## config.mk

```make
export PLATFORM = sky130hd
export DESIGN_NAME = color_gradient_ramp
export DESIGN_NICKNAME = d
export VERILOG_FILES = /design/src/rtl/crg_pkg.sv /design/src/rtl/crg_table.sv /design/src/rtl/crg_lerp.sv /design/src/rtl/color_gradient_ramp.sv
export SDC_FILE = /design/constraint.sdc
export NUM_CORES = 2
export LEC_CHECK = 0
export ABC_CLOCK_PERIOD_IN_PS = 23200
export BUFFER_PORTS_ARGS = -buffer_cell sky130_fd_sc_hd__buf_2
export CORE_ASPECT_RATIO = 0.8
export CORE_UTILIZATION = 65
export CTS_CLUSTER_SIZE = 40
export DETAILED_ROUTE_END_ITERATION = 16
export GPL_ROUTABILITY_DRIVEN = 0
export PLACE_DENSITY = 0.81
export SETUP_SLACK_MARGIN = 0.3
export SLEW_MARGIN = 20
export SYNTH_ARGS = -nofsm -noshare
export SYNTH_HDL_FRONTEND = slang
export SYNTH_SLANG_ARGS = --single-unit
export TNS_END_PERCENT = 1
```

## constraint.sdc

```tcl
create_clock -name clk -period 23.2 [get_ports clk]
set_input_delay 5.8 -clock clk [delete_from_list [all_inputs] [get_ports clk]]
set_output_delay 5.8 -clock clk [all_outputs]
set_load 0.02 [all_outputs]
```

## src/rtl/crg_pkg.sv

```systemverilog
`timescale 1ns / 1ps

package crg_pkg;

	localparam logic [1:0] CMD_EVAL   = 2'd0;
	localparam logic [1:0] CMD_ADD    = 2'd1;
	localparam logic [1:0] CMD_REMOVE = 2'd2;

	localparam logic [15:0] MIN_RANGE = 16'd7;
	localparam logic [63:0] WHITE     = 64'hFFFF_FFFF_FFFF_FFFF;

	typedef struct packed {
		logic [1:0]  cmd;
		logic [15:0] position;
		logic [15:0] red_in;
		logic [15:0] green_in;
		logic [15:0] blue_in;
		logic [15:0] alpha_in;
		logic [2:0]  stop_index;
	} req_t;

	typedef struct packed {
		logic [15:0] red_out;
		logic [15:0] green_out;
		logic [15:0] blue_out;
		logic [15:0] alpha_out;
		logic        status;
		logic [3:0]  stop_count;
	} rsp_t;

	// color: red 15..0, green 31..16, blue 47..32, alpha 63..48
	typedef struct packed {
		logic [15:0] pos;
		logic [63:0] color;
	} entry_t;

	typedef struct packed {
		logic [63:0] color_a;
		logic [63:0] color_b;
		logic [15:0] num;
		logic [15:0] den;
	} lerp_req_t;

	typedef struct packed {
		logic        done;
		logic [63:0] color;
	} lerp_rsp_t;

	typedef enum logic [3:0] {
		ST_IDLE,
		ST_EV_FIRST,
		ST_EV_LAST,
		ST_EV_SCAN,
		ST_EV_CHK,
		ST_EV_LERP,
		ST_INS_RD,
		ST_INS_CMP,
		ST_REM_MV,
		ST_DONE
	} crg_state_t;

	typedef enum logic [1:0] {
		LP_IDLE,
		LP_MUL,
		LP_DIV,
		LP_ADD
	} lerp_state_t;

endpackage

```

## src/rtl/crg_table.sv

```systemverilog
`timescale 1ns / 1ps

module crg_table #(
	parameter int DEPTH = 8,
	parameter int AW    = 3
) (
	input  logic                 clk,
	input  logic                 we,
	input  logic [AW-1:0]        waddr,
	input  crg_pkg::entry_t      wdata,
	input  logic [AW-1:0]        raddr,
	output crg_pkg::entry_t      rdata
);

	crg_pkg::entry_t mem [DEPTH];
	crg_pkg::entry_t rdata_q;

	always_ff @(posedge clk) begin
		if (we) begin
			mem[waddr] <= wdata;
		end
		rdata_q <= mem[raddr];
	end

	assign rdata = rdata_q;

endmodule

```

## src/rtl/crg_lerp.sv

```systemverilog
`timescale 1ns / 1ps

module crg_lerp (
	input  logic                 clk,
	input  logic                 arst_n,
	input  logic                 start,
	input  crg_pkg::lerp_req_t   req,
	output crg_pkg::lerp_rsp_t   rsp
);

	crg_pkg::lerp_state_t state_q, state_d;
	logic [3:0]  cnt_q;
	crg_pkg::lerp_req_t req_q;
	logic [3:0]  sign_q;
	logic [15:0] rem_q [4];
	logic [15:0] lo_q [4];

	logic [1:0]  lane;
	logic [15:0] ca, cb, mag;
	logic [31:0] prod;
	logic [16:0] trial [4];
	logic        fits [4];
	logic [63:0] color;

	assign lane = cnt_q[1:0];
	assign ca   = req_q.color_a[16*lane +: 16];
	assign cb   = req_q.color_b[16*lane +: 16];
	assign mag  = (cb < ca) ? (ca - cb) : (cb - ca);
	assign prod = mag * req_q.num;

	always_comb begin
		for (int k = 0; k < 4; k++) begin
			trial[k] = {rem_q[k], lo_q[k][15]};
			fits[k]  = trial[k] >= {1'b0, req_q.den};
			color[16*k +: 16] = sign_q[k] ? (req_q.color_a[16*k +: 16] - lo_q[k])
				: (req_q.color_a[16*k +: 16] + lo_q[k]);
		end
	end

	always_comb begin
		state_d = state_q;
		unique case (state_q)
			crg_pkg::LP_IDLE: if (start) state_d = crg_pkg::LP_MUL;
			crg_pkg::LP_MUL:  if (cnt_q == 4'd3) state_d = crg_pkg::LP_DIV;
			crg_pkg::LP_DIV:  if (cnt_q == 4'd15) state_d = crg_pkg::LP_ADD;
			crg_pkg::LP_ADD:  state_d = crg_pkg::LP_IDLE;
			default:          state_d = crg_pkg::LP_IDLE;
		endcase
	end

	always_comb begin
		rsp.done  = (state_q == crg_pkg::LP_ADD);
		rsp.color = color;
	end

	always_ff @(posedge clk or negedge arst_n) begin
		if (!arst_n) begin
			state_q <= crg_pkg::LP_IDLE;
			cnt_q   <= '0;
		end else begin
			state_q <= state_d;
			if (state_q != state_d) begin
				cnt_q <= '0;
			end else begin
				cnt_q <= cnt_q + 4'd1;
			end
		end
	end

	always_ff @(posedge clk) begin
		case (state_q)
			crg_pkg::LP_IDLE: begin
				if (start) req_q <= req;
			end
			crg_pkg::LP_MUL: begin
				sign_q[lane] <= cb < ca;
				rem_q[lane]  <= prod[31:16];
				lo_q[lane]   <= prod[15:0];
			end
			crg_pkg::LP_DIV: begin
				for (int k = 0; k < 4; k++) begin
					rem_q[k] <= fits[k] ? 16'(trial[k] - {1'b0, req_q.den}) : trial[k][15:0];
					lo_q[k]  <= {lo_q[k][14:0], fits[k]};
				end
			end
			default: ;
		endcase
	end

endmodule

```

## src/rtl/color_gradient_ramp.sv

```systemverilog
`timescale 1ns / 1ps

// Evaluate: checks the first and last stops, then scans the stops to bracket the position, then
//   interpolates (one shared 16x16 multiplier over four channels, then a 16-step restoring
//   divider) and loads the result; clamped and narrow cases leave early.
// Add: shifts stops up one slot at a time from the end until the new stop's slot is found.
//   Remove: shifts each later stop down one slot. Refusals and empty-table evaluates skip to DONE.
// One request in flight; reset clears the stop count and control state, not the table.
module color_gradient_ramp #(
	parameter int MAX_STOPS = 8
) (
	input  logic          clk,
	input  logic          arst_n,
	input  logic          req_valid,
	output logic          req_stall,
	input  crg_pkg::req_t req_data,
	output logic          rsp_valid,
	input  logic          rsp_stall,
	output crg_pkg::rsp_t rsp_data
);

	localparam int CW = $clog2(MAX_STOPS + 1);
	localparam int AW = $clog2(MAX_STOPS);

	crg_pkg::crg_state_t state_q, state_d;
	logic [CW-1:0] count_q;
	logic          rsp_valid_q;
	crg_pkg::rsp_t rsp_q;

	crg_pkg::req_t   req_q;
	crg_pkg::entry_t a_q, b_q;
	logic [63:0]     res_color_q;
	logic            status_q;
	logic [CW-1:0]   slot_q, i_q;
	logic [AW-1:0]   ptr_q, ptr_d;

	logic            we;
	logic [AW-1:0]   waddr;
	crg_pkg::entry_t wdata, rdata, new_entry;
	logic            lerp_start;
	crg_pkg::lerp_req_t lerp_req;
	crg_pkg::lerp_rsp_t lerp_rsp;

	logic            accept, rsp_load;
	logic [CW-1:0]   cnt_m1, slot_m1;
	logic [CW+2:0]   idx_w, n_w, idx_p1;
	logic [CW:0]     i_p1, i_p2;
	logic            full, bad_rm, req_status;
	logic [15:0]     t, range;
	logic            t_le_rd, t_ge_rd, ins_move, rem_more, narrow;
	logic [CW+3:0]   cnt_ext;

	assign accept     = req_valid && !req_stall;
	assign req_stall  = (state_q != crg_pkg::ST_IDLE);
	assign rsp_load   = (state_q == crg_pkg::ST_DONE) && (!rsp_valid_q || !rsp_stall);

	assign cnt_m1  = count_q - CW'(1);
	assign slot_m1 = slot_q - CW'(1);
	assign idx_w   = {CW'(0), req_data.stop_index};
	assign n_w     = {3'b000, count_q};
	assign idx_p1  = idx_w + (CW+3)'(1);
	assign i_p1    = {1'b0, i_q} + (CW+1)'(1);
	assign i_p2    = {1'b0, i_q} + (CW+1)'(2);
	assign full    = count_q >= CW'(MAX_STOPS);
	assign bad_rm  = (idx_w >= n_w) || (count_q <= CW'(2));

	always_comb begin
		case (req_data.cmd)
			crg_pkg::CMD_EVAL:   req_status = 1'b0;
			crg_pkg::CMD_ADD:    req_status = full;
			crg_pkg::CMD_REMOVE: req_status = bad_rm;
			default:             req_status = 1'b1;
		endcase
	end

	assign t        = req_q.position;
	assign range    = b_q.pos - a_q.pos;
	assign t_le_rd  = t <= rdata.pos;
	assign t_ge_rd  = t >= rdata.pos;
	assign ins_move = rdata.pos > t;
	assign rem_more = i_p1 < {1'b0, count_q};
	assign narrow   = range < crg_pkg::MIN_RANGE;

	assign new_entry.pos   = req_q.position;
	assign new_entry.color = {req_q.alpha_in, req_q.blue_in, req_q.green_in, req_q.red_in};

	assign lerp_req.color_a = a_q.color;
	assign lerp_req.color_b = b_q.color;
	assign lerp_req.num     = t - a_q.pos;
	assign lerp_req.den     = range;

	crg_table #(
		.DEPTH (MAX_STOPS),
		.AW    (AW)
	) u_table (
		.clk   (clk),
		.we    (we),
		.waddr (waddr),
		.wdata (wdata),
		.raddr (ptr_d),
		.rdata (rdata)
	);

	crg_lerp u_lerp (
		.clk    (clk),
		.arst_n (arst_n),
		.start  (lerp_start),
		.req    (lerp_req),
		.rsp    (lerp_rsp)
	);

	always_comb begin
		state_d = state_q;
		unique case (state_q)
			crg_pkg::ST_IDLE: begin
				if (accept) begin
					case (req_data.cmd)
						crg_pkg::CMD_EVAL:
							state_d = (count_q == '0) ? crg_pkg::ST_DONE : crg_pkg::ST_EV_FIRST;
						crg_pkg::CMD_ADD:
							state_d = full ? crg_pkg::ST_DONE : crg_pkg::ST_INS_RD;
						crg_pkg::CMD_REMOVE:
							state_d = bad_rm ? crg_pkg::ST_DONE : crg_pkg::ST_REM_MV;
						default:
							state_d = crg_pkg::ST_DONE;
					endcase
				end
			end
			crg_pkg::ST_EV_FIRST: begin
				state_d = (count_q == CW'(1) || t_le_rd) ? crg_pkg::ST_DONE
					: crg_pkg::ST_EV_LAST;
			end
			crg_pkg::ST_EV_LAST: state_d = t_ge_rd ? crg_pkg::ST_DONE : crg_pkg::ST_EV_SCAN;
			crg_pkg::ST_EV_SCAN: if (t_le_rd) state_d = crg_pkg::ST_EV_CHK;
			crg_pkg::ST_EV_CHK:  state_d = narrow ? crg_pkg::ST_DONE : crg_pkg::ST_EV_LERP;
			crg_pkg::ST_EV_LERP: if (lerp_rsp.done) state_d = crg_pkg::ST_DONE;
			crg_pkg::ST_INS_RD:  state_d = (slot_q == '0) ? crg_pkg::ST_DONE : crg_pkg::ST_INS_CMP;
			crg_pkg::ST_INS_CMP: state_d = ins_move ? crg_pkg::ST_INS_RD : crg_pkg::ST_DONE;
			crg_pkg::ST_REM_MV:  if (!rem_more) state_d = crg_pkg::ST_DONE;
			crg_pkg::ST_DONE:    if (rsp_load) state_d = crg_pkg::ST_IDLE;
			default:             state_d = crg_pkg::ST_IDLE;
		endcase
	end

	always_comb begin
		ptr_d      = ptr_q;
		we         = 1'b0;
		waddr      = slot_q[AW-1:0];
		wdata      = new_entry;
		lerp_start = 1'b0;
		unique case (state_q)
			crg_pkg::ST_IDLE: begin
				if (accept) begin
					ptr_d = (req_data.cmd == crg_pkg::CMD_REMOVE) ? idx_p1[AW-1:0] : '0;
				end
			end
			crg_pkg::ST_EV_FIRST: ptr_d = cnt_m1[AW-1:0];
			crg_pkg::ST_EV_LAST:  ptr_d = AW'(1);
			crg_pkg::ST_EV_SCAN:  if (!t_le_rd) ptr_d = ptr_q + AW'(1);
			crg_pkg::ST_EV_CHK:   lerp_start = !narrow;
			crg_pkg::ST_INS_RD: begin
				if (slot_q == '0) begin
					we = 1'b1;
				end else begin
					ptr_d = slot_m1[AW-1:0];
				end
			end
			crg_pkg::ST_INS_CMP: begin
				we    = 1'b1;
				wdata = ins_move ? rdata : new_entry;
			end
			crg_pkg::ST_REM_MV: begin
				if (rem_more) begin
					we    = 1'b1;
					waddr = i_q[AW-1:0];
					wdata = rdata;
					ptr_d = i_p2[AW-1:0];
				end
			end
			default: ;
		endcase
	end

	always_ff @(posedge clk or negedge arst_n) begin
		if (!arst_n) begin
			state_q     <= crg_pkg::ST_IDLE;
			count_q     <= '0;
			rsp_valid_q <= 1'b0;
		end else begin
			state_q <= state_d;
			if ((state_q == crg_pkg::ST_INS_RD && slot_q == '0) ||
			    (state_q == crg_pkg::ST_INS_CMP && !ins_move)) begin
				count_q <= count_q + CW'(1);
			end else if (state_q == crg_pkg::ST_REM_MV && !rem_more) begin
				count_q <= cnt_m1;
			end
			if (rsp_load) begin
				rsp_valid_q <= 1'b1;
			end else if (!rsp_stall) begin
				rsp_valid_q <= 1'b0;
			end
		end
	end

	assign cnt_ext = {4'b0000, count_q};

	always_ff @(posedge clk) begin
		ptr_q <= ptr_d;
		case (state_q)
			crg_pkg::ST_IDLE: begin
				if (accept) begin
					req_q       <= req_data;
					res_color_q <= (req_data.cmd == crg_pkg::CMD_EVAL && count_q == '0)
						? crg_pkg::WHITE : '0;
					status_q    <= req_status;
					slot_q      <= count_q;
					i_q         <= idx_w[CW-1:0];
				end
			end
			crg_pkg::ST_EV_FIRST: begin
				a_q <= rdata;
				if (count_q == CW'(1) || t_le_rd) res_color_q <= rdata.color;
			end
			crg_pkg::ST_EV_LAST: if (t_ge_rd) res_color_q <= rdata.color;
			crg_pkg::ST_EV_SCAN: begin
				if (t_le_rd) begin
					b_q <= rdata;
				end else begin
					a_q <= rdata;
				end
			end
			crg_pkg::ST_EV_CHK:  if (narrow) res_color_q <= a_q.color;
			crg_pkg::ST_EV_LERP: if (lerp_rsp.done) res_color_q <= lerp_rsp.color;
			crg_pkg::ST_INS_CMP: if (ins_move) slot_q <= slot_m1;
			crg_pkg::ST_REM_MV:  if (rem_more) i_q <= i_p1[CW-1:0];
			default: ;
		endcase
		if (rsp_load) begin
			rsp_q.red_out    <= res_color_q[15:0];
			rsp_q.green_out  <= res_color_q[31:16];
			rsp_q.blue_out   <= res_color_q[47:32];
			rsp_q.alpha_out  <= res_color_q[63:48];
			rsp_q.status     <= status_q;
			rsp_q.stop_count <= cnt_ext[3:0];
		end
	end

	assign rsp_valid = rsp_valid_q;
	assign rsp_data  = rsp_q;

endmodule

```

; Word level (Yosys, flattened, before mapping)
; Memories as Yosys holds them, arrays and structs flattened. A register that Yosys moved wholly into a read port is not among the register bits.
; Index checks and enable logic that the tools add are counted.
[word_totals]
regBits = 564
inputBits = 89
n_memories = 3
ram_bits = 768
output_inout_bits = 71
[mem_list]
columns = memory, depth, word_bits, rd, rd_clocked_by_memory_dff, wr, line_no
row1 = u_table.mem, 8, 80, 1, 1, 1, crg_table.sv:15  ; crg_pkg::entry_t mem [DEPTH];
row2 = u_lerp.lo_q, 4, 16, 4, 0, 4, crg_lerp.sv:16  ; logic [15:0] lo_q [4];
row3 = u_lerp.rem_q, 4, 16, 4, 0, 4, crg_lerp.sv:15  ; logic [15:0] rem_q [4];
[classes]
order_cmp = 15
addsub = 24
mul = 1
shift = 2
n_reduce_logical = 38
n_mux = 79
n_eq_ne = 30
[op_table]
columns = op, n
row1 = $mux 64, 6
row2 = $pmux 64 s5, 1
row3 = $pmux 80 s2, 2
row4 = $mux 80, 3
row5 = $sub 16x16->16, 12
row6 = $mux 16, 11
row7 = $shiftx 64x7->16, 2
row8 = $mux 4, 19
row9 = $ge 17x16->1, 4
row10 = $add 16x16->16, 4
row11 = $pmux 4 s10, 1
row12 = $mul 16x16->32, 1
row13 = $reduce_or 16->1, 2
row14 = $ne 2x2->1 const B, 11
row15 = $mux 3, 7
row16 = $pmux 3 s6, 1
row17 = $eq 4x3->1 const B, 4
row18 = $ge 16x16->1, 1
row19 = $gt 16x16->1, 1
row20 = $le 16x16->1, 1
row21 = $lt 16x16->1, 1
row22 = $lt 16x3->1 const B, 1
row23 = $pmux 4 s2, 2
row24 = $mux 1, 15
row25 = other kinds (36), 76

; Depth between registers and ports, before layout
[depth]
ltp_word = 8
depth_mapped = 39

; By module
; A second synthesis with hierarchy kept.
[hier_totals]
hier_cells = 5293
hier_area_um2 = 71954.0
[modules_own_cells]
columns = module, area_per_inst_um2, cells_per_inst, instances, seq_area_each_um2
row1 = crg_lerp, 29188.0, 2965, 1, 8918.6
row2 = crg_table, 25654.6, 1018, 1, 20820.0
row3 = color_gradient_ramp, 17111.4, 1310, 1, 11756.3

; Least setup slack after synthesis
; Ideal clock, no wire load.
[synth_path]
kind = input to register
startpoint = input port req_valid
endpoint = register res_color_q[0], enable pin
path_stages = 2
required_ps = 22635
setup_slack_ps = 12411
t_arrival_ps = 10224
path_buffers = 0
setup_ps = 565
path_cell_list = o21ai_0 nor3_1
[synth_between]
elab_chain_len = 3
[synth_rtl]
columns = element, line_no
row1 = start: declaration, color_gradient_ramp.sv:14  ; input logic req_valid,
row2 = $logic_and 1x1->1, color_gradient_ramp.sv:53  ; assign accept = req_valid && !req_stall;
row3 = $ne 2x2->1 (no line), n/a
row4 = $reduce_and 6->1 (no line), n/a
row5 = end signal: assignment, color_gradient_ramp.sv:213  ; res_color_q <= (req_data.cmd == crg_pkg::CMD_EVAL && count_q == '0)
row6 = end signal: assignment, color_gradient_ramp.sv:222  ; if (count_q == CW'(1) || t_le_rd) res_color_q <= rdata.color;
row7 = end signal: assignment, color_gradient_ramp.sv:224  ; crg_pkg::ST_EV_LAST: if (t_ge_rd) res_color_q <= rdata.color;
row8 = end: declaration, color_gradient_ramp.sv:32  ; logic [63:0] res_color_q;
; No other way between the ends.
; A chain may end at the register's enable or synchronous reset.

==> flow_summary.json <==
{
  "rr_worst_depth": 34,
  "vias": 47065,
  "antenna_found_initial": 10,
  "synthCells": 5520,
  "hold_path_startpoint": "b_q[34]$_DFFE_PP_",
  "synth_top_cell_area_share_pct": 53.8,
  "ff2ff_setup_slack_ns": 11.12,
  "grt_max_degree": 139,
  "final.setup.tns_ns": 0,
  "worstSetupStartpointType": "register",
  "setup_viol": 0,
  "cts_max_path_buffers": 3,
  "initial_core_util_pct": 66.0,
  "cts.repair.resized": 0,
  "synth_top_cell_by_area": "edfxtp_1",
  "grt_usage_pct": 32.6,
  "avgViaCountPerCell": 6.46,
  "path_clk_slew_ns": 0.06,
  "max_stage_delay_ns": 0.68,
  "ioPinCount": 160,
  "rr_startpoint": "u_lerp.cnt_q[0]$_DFF_PN0_",
  "die_w_um": 378,
  "synth_ff_type": "edfxtp_1",
  "synth.most_common_cell": "edfxtp_1",
  "synth_edf_count": 1314,
  "endpoint_kind": "register",
  "grt_pass1_vias": 45800,
  "core_sq_mm": 0.111,
  "rows": 109,
  "numPlacedInstances": 7029,
  "tightest_slew_ns": 1.18,
  "firstDrtPassIters": 9,
  "clock-sinks": 1412,
  "fmax_mhz": 82.8,
  "hold_depth": 0,
  "netlist_area_sq_mm": 0.0734,
  "synth_nets": 6147,
  "rsz0062_at_grt": "false",
  "hp-class": "reg -> reg",
  "hold_path_end": "u_lerp.req_q[66]$_DFFE_PP_",
  "timing.rr.end": "u_lerp.rem_q[2][7]$_DFFE_PP_",
  "maxSlewHeadroom_pct": 20.2,
  "worst_ep_arrival_time_ns": 12.56,
  "post-route-drc-count": 0,
  "cts_setup_buffers": 0,
  "final_nets": 6296,
  "root_buffer": "clkbuf_16",
  "wl_per_cell_um": 25.3,
  "final-seq-area_sq_mm": 0.0415,
  "slew_viol_final": 0,
  "hpwlAfterDp_mm": 126,
  "drv_cap": 0,
  "ant_nets": 0,
  "fin_crit_sh_pct": 52.1,
  "cpMostUsedCell": "fa_1",
  "htree_levels": 4,
  "route.final.wire_length_mm": 184,
  "synth_area_leaders": "edfxtp_1 (54%), mux2i_1 (7.2%), ha_1 (5.7%)",
  "synth_warnings": 0,
  "clk-insertion-delay-late_ns": 0.79,
  "die_area_sq_mm": 0.114,
  "overflow": 0,
  "drive_gt1_share_pct": 12.1,
  "ys_types": 100,
  "drt_iter0_markers": 6143,
  "crit_fanout": 26,
  "crit_slowest_cell": "nor2_1",
  "die_h_um": 303,
  "status": "finished clean",
  "area_delta_synth_final_pct": 9.38,
  "hold_viol": 0,
  "cts_tree": "done",
  "min_period_ns": 12.08,
  "grt_pass1_wl_mm": 277,
  "crit_required_ns": 23.68,
  "synth.avg_cell_area_sq_um": 13.3,
  "port_buffers": 159,
  "multiInputGateArea_sq_mm": 0.0294,
  "synthArstFlopShare_pct": 1.06,
  "seq_area_frac_synth_pct": 56.6,
  "fill_cells": 7099,
  "ys_seq_elements": 1412,
  "cts_hold_buf": 0,
  "worstSetupPathType": "reg -> reg",
  "ys_top_cells_by_count": "edfxtp_1 (1314), mux2i_1 (529), inv_1 (430)",
  "cts_buffers": 135,
  "fin_skew_ns": 0.0392,
  "fin_cells": 7287
}
==> cells in the final DEF (no fill, tap or decap), types with 164 or more instances in the layout <==
cell type	netlist	layout
a21oi_1	197	192
edfxtp_1	1314	1314
fa_1	206	206
ha_1	332	331
inv_1	430	428
mux2_2	164	164
mux2i_1	529	528
nand2_1	350	350
nor2_1	248	239
o21ai_0	202	198
==> per-stage QoR <==
step                      instance area (sq um)  worst slack [ns]  hold WS, ns  utilization, %
after global routing                      80200             10.62        0.419            72.2
after floorplan                           73400             12.41        0.400               -
after detailed placement                  75800             11.35        0.405            68.2
after global placement                    75800             11.70        0.401            68.2
final                                     80300             11.12        0.392            72.2
after CTS                                 80200             11.30        0.390            72.2
==> sequential cells by signal, summed over array words and instances, names as in the netlist, 3 cells and up <==
signal         cells
t                 16
i_q                4
u_lerp.sign_q      4
u_table.mem      640
count_q            4
a_q               80
new_entry         64
u_lerp.lo_q       64
slot_q             4
rsp_data          69
u_table.rdata     80
u_lerp.cnt_q       4
state_q            4
u_lerp.rem_q      64
u_lerp.req_q     160
res_color_q       64
ptr_q              3
b_q               80
==> worst max-delay path, delay by kind of cell, from the launching register on <==
kind	cells	cell delay, ns
AND/OR/NAND/NOR	6	1.90
AO/OA/AOI/OAI	10	2.72
buffers and inverters	7	1.12
multiplexers	2	1.21
flip-flops	1	0.62
adder cells (fa/ha/maj)	9	4.16
==> routing by layer <==
| metal | GRT usage [%] | part of all wire (%) |
|---|---|---|
| met3 | 10.1 | 13 |
| met2 | 47.9 | 44 |
| met4 | 9.93 | 2.7 |
| met1 | 46.8 | 40 |
| met5 | 0 | 0.018 |
==> final cells by class <==
cell class                 count  share of cell area (%)
clock inverter                68                   0.910
sequential                  1412                    51.7
clock buffer                 183                    4.61
multi-input combinational   3460                    36.7
antenna                        6                  0.0187
tap                         1498                    2.34
inverter                     430                    2.01
timing repair buffer         230                    1.71
==> logic make-up (layout without fill, tap and decap cells) <==
logic type,after synthesis,in the layout,share of synthesized area [%]
mux,726,726,10.7
flops,1412,1412,56.6
compound gates,849,849,7.69
simple gates,1136,1136,7.56
other cells,0,6,0
buf+inv,648,911,3.65
xor+xnor,211,211,2.53
fa+ha+maj,538,538,11.3
==> how the worst max path moves through the flow <==
| stage | start | to | slack (ns) | depth (start not counted) |
|---|---|---|---|---|
| after global placement | u_lerp.cnt_q[0]$_DFF_PN0_ | u_lerp.rem_q[2][7]$_DFFE_PP_ | 11.70 | 34 |
| after global routing | u_lerp.cnt_q[0]$_DFF_PN0_ | u_lerp.rem_q[0][7]$_DFFE_PP_ | 10.62 | 34 |
| after detailed placement | u_lerp.cnt_q[0]$_DFF_PN0_ | u_lerp.rem_q[2][7]$_DFFE_PP_ | 11.35 | 34 |
| after floorplan | req_valid | res_color_q[0]$_DFFE_PP_ | 12.41 | 2 |
| after CTS | u_lerp.cnt_q[0]$_DFF_PN0_ | u_lerp.rem_q[2][7]$_DFFE_PP_ | 11.30 | 34 |
| final | u_lerp.cnt_q[0]$_DFF_PN0_ | u_lerp.rem_q[2][7]$_DFFE_PP_ | 11.12 | 34 |
Power is left out: the tool's default activity adds up to more than one toggle a clock period on the data nets, which glitch-free logic cannot reach.
